<file path="src/hw/rtl/rational_arith_unit_core_assert.svh">
// assertion macros shared by the rational arithmetic unit
`ifndef RATIONAL_ARITH_UNIT_CORE_ASSERT_SVH
`define RATIONAL_ARITH_UNIT_CORE_ASSERT_SVH

// antecedent implies consequent in the same cycle
`define RAU_ASSERT_SAME(label, clk, rst, ante, cons) \
   label: assert property (@(posedge clk) disable iff (rst) (ante) |-> (cons)) \
      else $error("assertion failed");

// antecedent implies consequent in the next cycle
`define RAU_ASSERT_NEXT(label, clk, rst, ante, cons) \
   label: assert property (@(posedge clk) disable iff (rst) (ante) |=> (cons)) \
      else $error("assertion failed");

`endif

</file>
<file path="src/hw/rtl/rau_pkg.sv">
// shared types and codes for the rational arithmetic unit
package rau_pkg;

   localparam int WORD_BITS_DEF = 32;
   localparam int FIELD_BITS    = 32;
   localparam int DEN_OUT_BITS  = 31;
   localparam int IN_DATA_BITS  = 4 * FIELD_BITS;
   localparam int OUT_DATA_BITS = 64;

   localparam logic [1:0] KIND_ADD = 2'd0;
   localparam logic [1:0] KIND_SUB = 2'd1;
   localparam logic [1:0] KIND_MUL = 2'd2;
   localparam logic [1:0] KIND_DIV = 2'd3;

   localparam logic [1:0] ERR_NONE     = 2'd0;
   localparam logic [1:0] ERR_ZERO_DEN = 2'd1;
   localparam logic [1:0] ERR_OVERFLOW = 2'd2;

   localparam logic [3:0] OP_NONE      = 4'd0;
   localparam logic [3:0] OP_LOAD      = 4'd1;
   localparam logic [3:0] OP_MUL0      = 4'd2;
   localparam logic [3:0] OP_MUL1      = 4'd3;
   localparam logic [3:0] OP_MUL2      = 4'd4;
   localparam logic [3:0] OP_COMB      = 4'd5;
   localparam logic [3:0] OP_GCD_INIT  = 4'd6;
   localparam logic [3:0] OP_GCD_STEP  = 4'd7;
   localparam logic [3:0] OP_DIV_INIT  = 4'd8;
   localparam logic [3:0] OP_DIV_STEP  = 4'd9;
   localparam logic [3:0] OP_EMIT      = 4'd10;

   typedef struct packed {
      logic [3:0] op;
   } cmd_type;

   typedef struct packed {
      logic err_zero;
      logic mag_zero;
      logic gcd_done;
      logic div_last;
      logic out_free;
   } status_type;

endpackage

</file>
<file path="src/hw/rtl/rau_ctrl.sv">
// sequencing state machine of the rational arithmetic unit
module rau_ctrl (
   input  logic                clock,
   input  logic                reset,
   input  logic                req_tvalid,
   output logic                req_tready,
   input  rau_pkg::status_type status,
   output rau_pkg::cmd_type    cmd
);

   localparam logic [3:0] ST_IDLE = 4'd0;
   localparam logic [3:0] ST_MUL0 = 4'd1;
   localparam logic [3:0] ST_MUL1 = 4'd2;
   localparam logic [3:0] ST_MUL2 = 4'd3;
   localparam logic [3:0] ST_COMB = 4'd4;
   localparam logic [3:0] ST_GCDI = 4'd5;
   localparam logic [3:0] ST_GCDS = 4'd6;
   localparam logic [3:0] ST_DIVS = 4'd7;
   localparam logic [3:0] ST_EMIT = 4'd8;

   logic [3:0] state_ff;
   logic [3:0] state_in;

   assign req_tready = (state_ff == ST_IDLE);

   always_comb begin
      state_in = state_ff;
      cmd.op   = rau_pkg::OP_NONE;
      case (state_ff)
         ST_IDLE: begin
            if (req_tvalid) begin
               cmd.op   = rau_pkg::OP_LOAD;
               state_in = ST_MUL0;
            end
         end
         ST_MUL0: begin
            if (status.err_zero) begin
               state_in = ST_EMIT;
            end else begin
               cmd.op   = rau_pkg::OP_MUL0;
               state_in = ST_MUL1;
            end
         end
         ST_MUL1: begin
            cmd.op   = rau_pkg::OP_MUL1;
            state_in = ST_MUL2;
         end
         ST_MUL2: begin
            cmd.op   = rau_pkg::OP_MUL2;
            state_in = ST_COMB;
         end
         ST_COMB: begin
            cmd.op   = rau_pkg::OP_COMB;
            state_in = ST_GCDI;
         end
         ST_GCDI: begin
            if (status.mag_zero) begin
               state_in = ST_EMIT;
            end else begin
               cmd.op   = rau_pkg::OP_GCD_INIT;
               state_in = ST_GCDS;
            end
         end
         ST_GCDS: begin
            if (status.gcd_done) begin
               cmd.op   = rau_pkg::OP_DIV_INIT;
               state_in = ST_DIVS;
            end else begin
               cmd.op = rau_pkg::OP_GCD_STEP;
            end
         end
         ST_DIVS: begin
            cmd.op = rau_pkg::OP_DIV_STEP;
            if (status.div_last) begin
               state_in = ST_EMIT;
            end
         end
         ST_EMIT: begin
            if (status.out_free) begin
               cmd.op   = rau_pkg::OP_EMIT;
               state_in = ST_IDLE;
            end
         end
         default: begin
            state_in = ST_IDLE;
         end
      endcase
   end

   always_ff @(posedge clock) begin
      if (reset) begin
         state_ff <= ST_IDLE;
      end else begin
         state_ff <= state_in;
      end
   end

endmodule

</file>
<file path="config.mk">
export PLATFORM = sky130hd
export DESIGN_NAME = rau_ctrl
export DESIGN_NICKNAME = d
export VERILOG_FILES = /design/src/hw/rtl/rational_arith_unit_core_assert.svh /design/src/hw/rtl/rau_pkg.sv /design/src/hw/rtl/rau_ctrl.sv
export SDC_FILE = /design/constraint.sdc
export NUM_CORES = 1
export LEC_CHECK = 0
export ABC_AREA = 1
export BUFFER_PORTS_ARGS = -buffer_cell sky130_fd_sc_hd__buf_2
export CAP_MARGIN = 10
export CORE_AREA = 2 2 39 41
export CTS_CLUSTER_SIZE = 12
export DETAILED_ROUTE_END_ITERATION = 10
export DIE_AREA = 0 0 41 43
export PLACE_DENSITY = 0.51
export SYNTH_ARGS = -nofsm -noshare
export SYNTH_HDL_FRONTEND = slang
export SYNTH_SLANG_ARGS = --single-unit
</file>
<file path="constraint.sdc">
create_clock -name clock -period 2.4 [get_ports clock]
set_input_delay 0.12 -clock clock [delete_from_list [all_inputs] [get_ports clock]]
set_output_delay 0.12 -clock clock [all_outputs]
set_load 0.005 [all_outputs]
</file>
==> run metrics, run 1 <==
status complete, no violations; total negative slack 0 ns; Final period util roughly 60%; WP data arrival roughly 1.3 ns; GRT Total Usage between 10% and 20%; fill cell count 170; Die Wd around 41 um; Max stage delay cell, worst path dfxtp_1; Fin Hold WS between 0.09 and 0.1 ns; Leak ~0.27 nW; core box area between 1000 and 1500 um2; Crit. End Element output port; Critical Path Source Type flip-flop; setup ws final 0.966 ns; remaining routing DRC violations 0; Largest Register state_ff; Worst setup endpoint cmd[1]; Core Rows 14; Final Critical Period 1.43 ns; NumNets Final 89; Synthesis Warnings 0; Mapped Area 370 um2; R2R Setup Slk 1.21 ns; achievable clock frequency roughly 0.7 GHz; First DRT Iteration DRCs 2; syn nets 72; Die H ~43 um; endpoints failing setup 0; Placer Congestion ~0.77; post-DR wirelength/cell slightly below 10 um; #FFs+latches synth 4; crit-path cells inv_2, nor2_2, nand3b_1, nand2_1, inv_1, nand3_1, buf_2; Max Root-Sink Buffers 2; share of cells above drive strength 1 32.9%; worst-path fanout max 5; Final Cell Area roughly 470 um2; routed wire length roughly 930 um; number of global-route vias before repair between 300 and 400; peak supply drop slightly above 0.2 mV; CTS-repair resized insts 0; clk root buf clkbuf_4; Post-DRT Antenna Nets 0; max_cap viols 0; antenna cells 0; H-tree depth 1; CTS tree built; drt pass-1 iters 3; CP required around 2.3 ns; pin count of the biggest net entering global routing 8; Via Count 429; initial core utilization 26.8%; Least-Margin Pin Slew 0.234 ns; setup bufs post-CTS 0; Post-CTS Hold Buffers 0; # clock sinks 4; first-pass GRT wire length 1.50 mm; Vias/cell 4.52; RSZ-0062 raised after global routing false; Final Hold Vio Count 0; die area between 1500 and 2000 um2; type of the worst min-delay path input pin to flip-flop; reg-to-reg startpoint state_ff[1]; CP startpoint state_ff[1]; Setup Skew 0.00414 ns; top flop regs state_ff: 4 flops; Area Growth Syn to Fin 27.7%; Syn Area/Cell between 5 and 6 um2; relative slew slack a little over four fifths; worst skew pair latency 0.23 ns; number of distinct library cells after synthesis 14; TritonCTS Buffers 3; sequential area share after synthesis between 20 and 25%; dpl ws roughly 1.2 ns; max reg flops 4; Worst R2R End state_ff[1]; reg2reg path depth 7; Slew Limit Fails 0; GR Overflow Total 0; IO buf count 12; IO Pins 13; Clock Pin Slew Worst Setup and Hold Paths 0.04 ns; initial antenna violation count 0; Power Density a little over 500 nW/um2; Placed Area roughly 450 um2; Post-DP HPWL between 800 and 900 um; Synth Instances 64; Setup CP Type flip-flop to output port; CP max stage delay roughly 0.39 ns
report_power, final:
group / internal, mW / leakage (nW) / switching (mW)
Combinational: 0.0350 / 0.224 / 0.0468
Sequential: 0.0723 / 0.0326 / 0.00713
Clock: 0.0558 / 0.0138 / 0.0250
Total: 0.163 / 0.270 / 0.0790
final cells by class:
class / instances / area, um2 / area share [%]
clock buffers: 3 / 22.5 / 4.76
inverters: 12 / 45.0 / 9.52
multi-input cells: 48 / 245 / 51.9
flip-flops and latches: 4 / 80.1 / 16.9
well taps: 16 / 20.0 / 4.23
repair buffers: 12 / 60.1 / 12.7
cells by family (layout without fill, tap and decap cells):
| group | Yosys count | count (layout) | synth area share (%) |
|---|---|---|---|
| buffers and inverters | 12 | 27 | 12.2 |
| DFF | 4 | 4 | 21.6 |
| and+or+nand+nor | 41 | 41 | 54.7 |
| AOI/OAI and AO/OA | 7 | 7 | 11.5 |
cell usage after synthesis:
master / n / area, um2
a2bb2oi_1: 1 / 8.76
nor2_4: 1 / 11.3
nor2_1: 4 / 15.0
inv_2: 4 / 15.0
nand2_2: 1 / 6.26
nand2_1: 17 / 63.8
nand4_1: 1 / 6.26
dfxtp_1: 4 / 80.1
nor2_2: 4 / 25.0
inv_1: 8 / 30.0
nand3b_1: 4 / 30.0
a21oi_1: 5 / 25.0
a21oi_2: 1 / 8.76
nand3_1: 9 / 45.0
critical path: cells and delay by family, from the launching register on:
kind,cells,cell delay [ns]
DFF,1,0.39
buffers and inverters,3,0.22
and+or+nand+nor,4,0.48
placed cells by master, fill, tap and decap left out:
master / instances
nand2_1: 17
buf_2: 12
nand3_1: 9
inv_1: 8
a21oi_1: 5
inv_2: 4
nor2_2: 4
nor2_1: 4
nand3b_1: 4
dfxtp_1: 4
clkbuf_4: 3
nor2_4: 1
nand4_1: 1
nand2_2: 1
a2bb2oi_1: 1
a21oi_2: 1
through the flow:
| step | power (mW) | util, % | std cells |
|---|---|---|---|
| 5_1_grt | 0.260 | 34.2 | 95 |
| 2_1_floorplan | 0.133 | - | 64 |
| 6_report | 0.242 | 34.2 | 95 |
| 3_3_place_gp | 0.163 | 32.5 | 92 |
| 4_1_cts | 0.248 | 34.2 | 95 |
| 3_5_place_dp | 0.163 | 32.5 | 92 |
layer usage:
metal / up-vias / global-route usage [%] / routed length (um)
met1: 188 / 15.0 / 417
li1: 235 / - / -
met2: 6 / 20.0 / 486
met4: 0 / 8.00 / 0
met5: - / 0 / 0
met3: 0 / 1.57 / 30
worst min-delay path by stage:
stage,start,end,slack (ns),depth (start not counted)
2_1_floorplan,reset,state_ff[2],0.18,1
3_3_place_gp,reset,state_ff[2],0.33,2
3_5_place_dp,reset,state_ff[2],0.33,2
4_1_cts,reset,state_ff[2],0.08,2
5_1_grt,reset,state_ff[2],0.09,2
6_report,reset,state_ff[2],0.09,2
No activity file was read; power rests on OpenSTA's default activity.
==> inputs of run 2 (changes only) <==
==> constraint.sdc (replaced) <==
create_clock -name clock -period 1.35 [get_ports clock]
set_input_delay 0.0675 -clock clock [delete_from_list [all_inputs] [get_ports clock]]
set_output_delay 0.0675 -clock clock [all_outputs]
set_load 0.005 [all_outputs]
==> run 2 against run 1 <==
Effect of this change: total power grew 82%; critical path depth is the same; setup slack lost 0.93 ns; count of clock-buffer cells in the layout is the same; final area grew 8.2%; non-clock buffer count grew 2; flip-flop and latch count is the same; register-to-register slack lost 1.1 ns; wire length grew 0.11%; hold slack lost 0.059 ns; die area is the same; global-route usage shrank 0.69 points; highest routed layer unchanged.
==> run metrics, run 2 (same netlist as run 1, synthesis figures left out) <==
TritonCTS Buffers 3 (unchanged); Via Count 456 (+6.3%); Die H 43 um (unchanged); Multi-input gate area 259 um2 (+5.6%); drt pass-1 iters 4 (+1); number of global-route vias before repair 390 (-1.5%); IO buf count 12 (unchanged); Critical Path Source Type flip-flop; Power Density 863 nW/um2 (+69%); max reg flops 4 (unchanged); R2R Setup Slk 0.10 ns (-1.11 ns); die area 1760 um2 (unchanged); status complete, no violations; Layout Cells excl Fill 97 (+2.1%); Crit. End Element output port; share of cells above drive strength 1 42.0% (+9.1 points); type of the worst min-delay path input pin to flip-flop; CP required 1.28 ns (-1.00 ns); Post-DRT Antenna Nets 0 (unchanged); initial antenna violation count 0 (unchanged); pin count of the biggest net entering global routing 8 (unchanged); reg2reg path depth 8 (+1); GRT Total Usage 11.9% (-0.69 points); Post-DP HPWL 728 um (-10%); H-tree depth 1 (unchanged); core box area 1380 um2 (unchanged); Area Growth Syn to Fin 38.2%; first-pass GRT wire length 1.41 mm (-6.0%); RSZ-0062 raised after global routing true; Post-CTS Hold Buffers 0 (unchanged); top flop regs state_ff: 4 flops; flip-flop and latch area 87.6 um2 (+9.4%); fill cell count 151 (-11%); commonest non-fill, non-tap cell in the layout nand2_1; Clock Pin Slew Worst Setup and Hold Paths 0.04 ns (about the same); crit-path cells inv_4, nor2_4, nand3b_1, nand2_1, inv_1, nand3_1, buf_2; routed wire length 934 um (+0.11%); Final period util 97.7%; Largest Register state_ff; max_cap viols 0 (unchanged); Final Critical Period 1.32 ns; Slew Limit Fails 0 (unchanged); Placer Congestion 0.770 (+0.30%); CP max stage delay 0.38 ns (about the same); Final Hold Vio Count 0 (unchanged); reg-to-reg startpoint state_ff[2]; endpoints failing setup 0 (unchanged); Max stage delay cell, worst path dfxtp_4; relative slew slack 83.0% (-1.3 points); Worst setup endpoint cmd[1]; GR Overflow Total 0 (unchanged); NumNets Final 91 (+2.2%); clk root buf clkbuf_4; Core Rows 14 (unchanged); antenna cells 0 (unchanged); Max Root-Sink Buffers 2 (unchanged); CP startpoint state_ff[2]; WP data arrival 1.25 ns (-0.06 ns); # clock sinks 4 (unchanged); Vias/cell 4.70 (+4.1%); achievable clock frequency ~0.76 GHz; Setup CP Type flip-flop to output port; dpl cells 92 (unchanged); post-DR wirelength/cell 9.63 um (-2.0%); commonest cells after routing, fill and taps aside 17 x nand2_1, 12 x buf_2, 9 x nand3_1; Setup Skew 0.00198 ns (-0.00216 ns); Die Wd 41 um (unchanged); worst skew pair latency 0.23 ns (about the same); Hold Path Origin reset; Least-Margin Pin Slew 0.253 ns (+0.0196 ns); Post-Route Utilization 37.0% (+2.8 points); remaining routing DRC violations 0 (unchanged); peak supply drop 0.353 mV (+73%); IO Pins 13 (unchanged); worst-path fanout max 7 (+2); Fin Hold WS 0.0316 ns (-0.0587 ns); CTS tree built; initial core utilization 26.8% (unchanged); Leak 0.285 nW (+5.6%); First DRT Iteration DRCs 6 (+4); Worst R2R End state_ff[3]
==> run 2: changes by cell type in the layout (fill, tap and decap cells not counted) <==
cell,change
nor2_2,-2
inv_4,+1
nor2_4,+2
dfxtp_4,+1
a21oi_2,+1
inv_1,-1
dfxtp_2,+3
buf_4,+2
a21oi_1,-1
dfxtp_1,-4
==> run 2: how the worst min path moves through the flow <==
stage / depth (start not counted) / slack (ns) / end
after floorplan: 1 / 0.13 / state_ff[2]
after global placement: 2 / 0.28 / state_ff[2]
after detailed placement: 2 / 0.28 / state_ff[2]
after CTS: 2 / 0.04 / state_ff[2]
after global routing: 2 / 0.03 / state_ff[2]
final: 2 / 0.03 / state_ff[2]
==> run 2: metrics by stage <==
step	area (um2)	setup TNS (ns)	power [mW]	worst slack [ns]
after floorplan	370	0	0.237	0.287
final	512	0	0.442	0.0317
after global routing	512	-0.0307	0.468	-0.0178
after global placement	450	0	0.290	0.145
after detailed placement	450	0	0.287	0.153
after CTS	485	0	0.443	0.00268
==> run 2: layout make-up <==
type                            instances  area share, %
Timing Repair Buffer                   14           14.7
Multi-Input combinational cell         48           50.6
Tap cell                               16           3.91
Inverter                               12           9.29
Sequential cell                         4           17.1
Clock buffer                            3           4.40
==> run 2: power breakdown <==
group | total (mW) | leakage (nW) | internal [mW] | switching (mW)
sequential | 0.144 | 0.0346 | 0.129 | 0.0147
clock | 0.147 | 0.0138 | 0.0994 | 0.0480
combinational | 0.151 | 0.237 | 0.0649 | 0.0858
==> run 2: worst max-delay path: cells and delay by family (launching register included) <==
kind | cells | cell delay [ns]
simple gates | 4 | 0.45
buf+inv | 3 | 0.20
flops | 1 | 0.38
==> run 2: per-layer routing <==
layer / track usage [%] / up-vias / part of all wire, %
li1: - / 242 / -
met1: 11.2 / 204 / 40
met2: 20.6 / 10 / 56
met3: 1.57 / 0 / 3.7
met4: 10.0 / 0 / 0
met5: 0 / - / 0
==> run 2: repair_timing <==
action,CTS,global route
setup buffers,1,1
resized for setup,1,9
pin swaps,1,3
endpoints found under the setup margin,2,5
==> inputs of run 3 (changes only) <==
--- a/config.mk
+++ b/config.mk
@@ -12,7 +12,7 @@
 export CTS_CLUSTER_SIZE = 12
 export DETAILED_ROUTE_END_ITERATION = 10
 export DIE_AREA = 0 0 41 43
-export PLACE_DENSITY = 0.51
+export PLACE_DENSITY = 0.56
 export SYNTH_ARGS = -nofsm -noshare
 export SYNTH_HDL_FRONTEND = slang
 export SYNTH_SLANG_ARGS = --single-unit
==> constraint.sdc (replaced) <==
create_clock -name clock -period 1.27 [get_ports clock]
set_input_delay 0.0635 -clock clock [delete_from_list [all_inputs] [get_ports clock]]
set_output_delay 0.0635 -clock clock [all_outputs]
set_load 0.005 [all_outputs]
==> run 3 against run 2 <==
Effect of this change: sequential power is 6% higher; critical path depth did not move; final cell count is 3.1% higher; largest power group unchanged; clock skew is 0.0023 ns higher; register-to-register slack lost 0.05 ns; the flow now finishes with violations (setup timing); flip-flop and latch count unchanged; highest routed layer is now met4; setup slack worse by 0.071 ns; core utilization rose by 4.2 points; total power grew 17%; clock power increased by 8%; wire length is 19% higher.
==> run metrics, run 3 (same netlist as run 1, synthesis figures left out) <==
status finished, violations left; failing checks setup timing; Power Density 909 nW/um2 (+5.3%); TritonCTS Buffers 3 (unchanged); initial core utilization 26.8% (unchanged); Crit. End Element output port; IO Pins 13 (unchanged); Final Cell Area 569 um2 (+11%); CP max stage delay 0.37 ns (about the same); Setup Skew 0.00433 ns (+0.00235 ns); PnR Total Power 0.517 mW (+17%); internal power 0.335 mW (+14%); Largest Register state_ff; max reg flops 4 (unchanged); achievable clock frequency roughly 0.76 GHz; Switch Pwr 0.182 mW (+23%); commonest non-fill, non-tap cell in the layout nand2_1; WP data arrival 1.25 ns (about the same); Die Wd 41 um (unchanged); Leak 0.304 nW (+6.5%); H-tree depth 1 (unchanged); core box area 1380 um2 (unchanged); type of the worst min-delay path input pin to flip-flop; drt pass-1 iters 3 (-1); Setup CP Type flip-flop to output port; Post-DP HPWL 771 um (+6.0%); share of power burned in the clock network 30.7% (-2.7 points); worst skew pair latency 0.24 ns (about the same); remaining routing DRC violations 0 (unchanged); IO buf count 12 (unchanged); cell family with most CP delay simple AND/OR/NAND/NOR gates; CTS tree built; post-DR wirelength/cell 11.1 um (+15%); total negative slack -0.0874 ns (-0.0874 ns); endpoints failing setup 3 (+3); share of cells above drive strength 1 50.0% (+8.0 points); GR Overflow Total 0 (unchanged); CP required 1.21 ns (-0.07 ns); Core Rows 14 (unchanged); Via Count 466 (+2.2%); antenna cells 0 (unchanged); max_cap viols 0 (unchanged); setup ws final -0.0390 ns (-0.0707 ns); crit-path cells inv_2, nor2_4, nand3b_1, nand2_1, inv_1, nand3_1, buf_2; Max Root-Sink Buffers 2 (unchanged); number of global-route vias before repair 449 (+15%); top flop regs state_ff: 4 flops; RSZ-0062 raised after global routing true; initial antenna violation count 0 (unchanged); # clock sinks 4 (unchanged); NumNets Final 94 (+3.3%); peak supply drop 0.466 mV (+32%); Vias/cell 4.66 (-0.87%); Max stage delay cell, worst path dfxtp_4; clk root buf clkbuf_4; Fin Hold WS 0.0249 ns (-0.00671 ns); GRT Total Usage 15.0% (+3.1 points); pin count of the biggest net entering global routing 7 (-1); Area Growth Syn to Fin 53.7%; Placer Congestion 0.750 (-2.5%); Die H 43 um (unchanged); Slew Limit Fails 0 (unchanged); routed wire length 1.11 mm (+19%); Post-CTS Hold Buffers 0 (unchanged); Final period util 103%; Sw Share 35.3% (+1.6 points); Critical Path Source Type flip-flop; Post-DRT Antenna Nets 0 (unchanged); logic gate share of total power 39.8% (+5.7 points); die area 1760 um2 (unchanged); commonest cells after routing, fill and taps aside 15 x nand2_1, 12 x buf_2, 9 x nand3_1; Clock Pin Slew Worst Setup and Hold Paths 0.04 ns (about the same); Worst Path Buf+Inv 3 (unchanged); Final Critical Period 1.31 ns; Placed Area 450 um2 (unchanged); worst-path fanout max 5 (-2); First DRT Iteration DRCs 2 (-4); sequential fraction of design power 29.5% (-3.0 points); Final Hold Vio Count 0 (unchanged); first-pass GRT wire length 1.76 mm (+25%); Least-Margin Pin Slew 0.270 ns (+0.0163 ns); relative slew slack 81.9% (-1.1 points)
## run 3: per-stage QoR
stage | setup slack, ns | utilization, % | std cells
final | -0.0390 | 41.1 | 100
after global routing | -0.155 | 41.1 | 100
after CTS | -0.00628 | 37.1 | 97
after detailed placement | 0.0660 | 32.5 | 92
after global placement | 0.0656 | 32.5 | 92
after floorplan | 0.207 | - | 64
## run 3: power groups by stage
stage	clock network, mW	registers (mW)	logic [mW]
final	0.159	0.153	0.206
after CTS	0.168	0.153	0.162
after global placement	0	0.152	0.156
after global routing	0.187	0.155	0.230
after floorplan	0	0.150	0.102
after detailed placement	0	0.152	0.155
## run 3: worst paths after layout
kind	startpoint	endpoint	slack, ns	cells after the start
max	state_ff[1]	cmd[1]	-0.04	7
min reg2reg	state_ff[2]	state_ff[3]	0.64	3
min	reset	state_ff[2]	0.02	2
max reg2reg	state_ff[1]	state_ff[2]	0.05	8
## run 3: timing repair
item                                    4_1_cts  5_1_grt
endpoints found under the setup margin        4        8
resized for setup                            10       11
setup buffers                                 2        3
pin swaps                                     1        4
## run 3: area by class of cell
cell class | count | area, um2
fillers | 170 | 815
multi-input cells | 48 | 289
well taps | 16 | 20.0
flip-flops and latches | 4 | 95.1
clock buffers | 3 | 22.5
inverters | 12 | 45.0
repair buffers | 17 | 97.6
## run 3: per-layer routing
layer / share of wire [%] / wire length [um] / vias to the layer above / track usage, %
met4: 0.90 / 10 / 0 / 10.0
met2: 55 / 611 / 9 / 23.4
li1: - / - / 245 / -
met3: 4.2 / 46 / 2 / 3.66
met5: 0 / 0 / - / 0
met1: 40 / 438 / 210 / 17.0
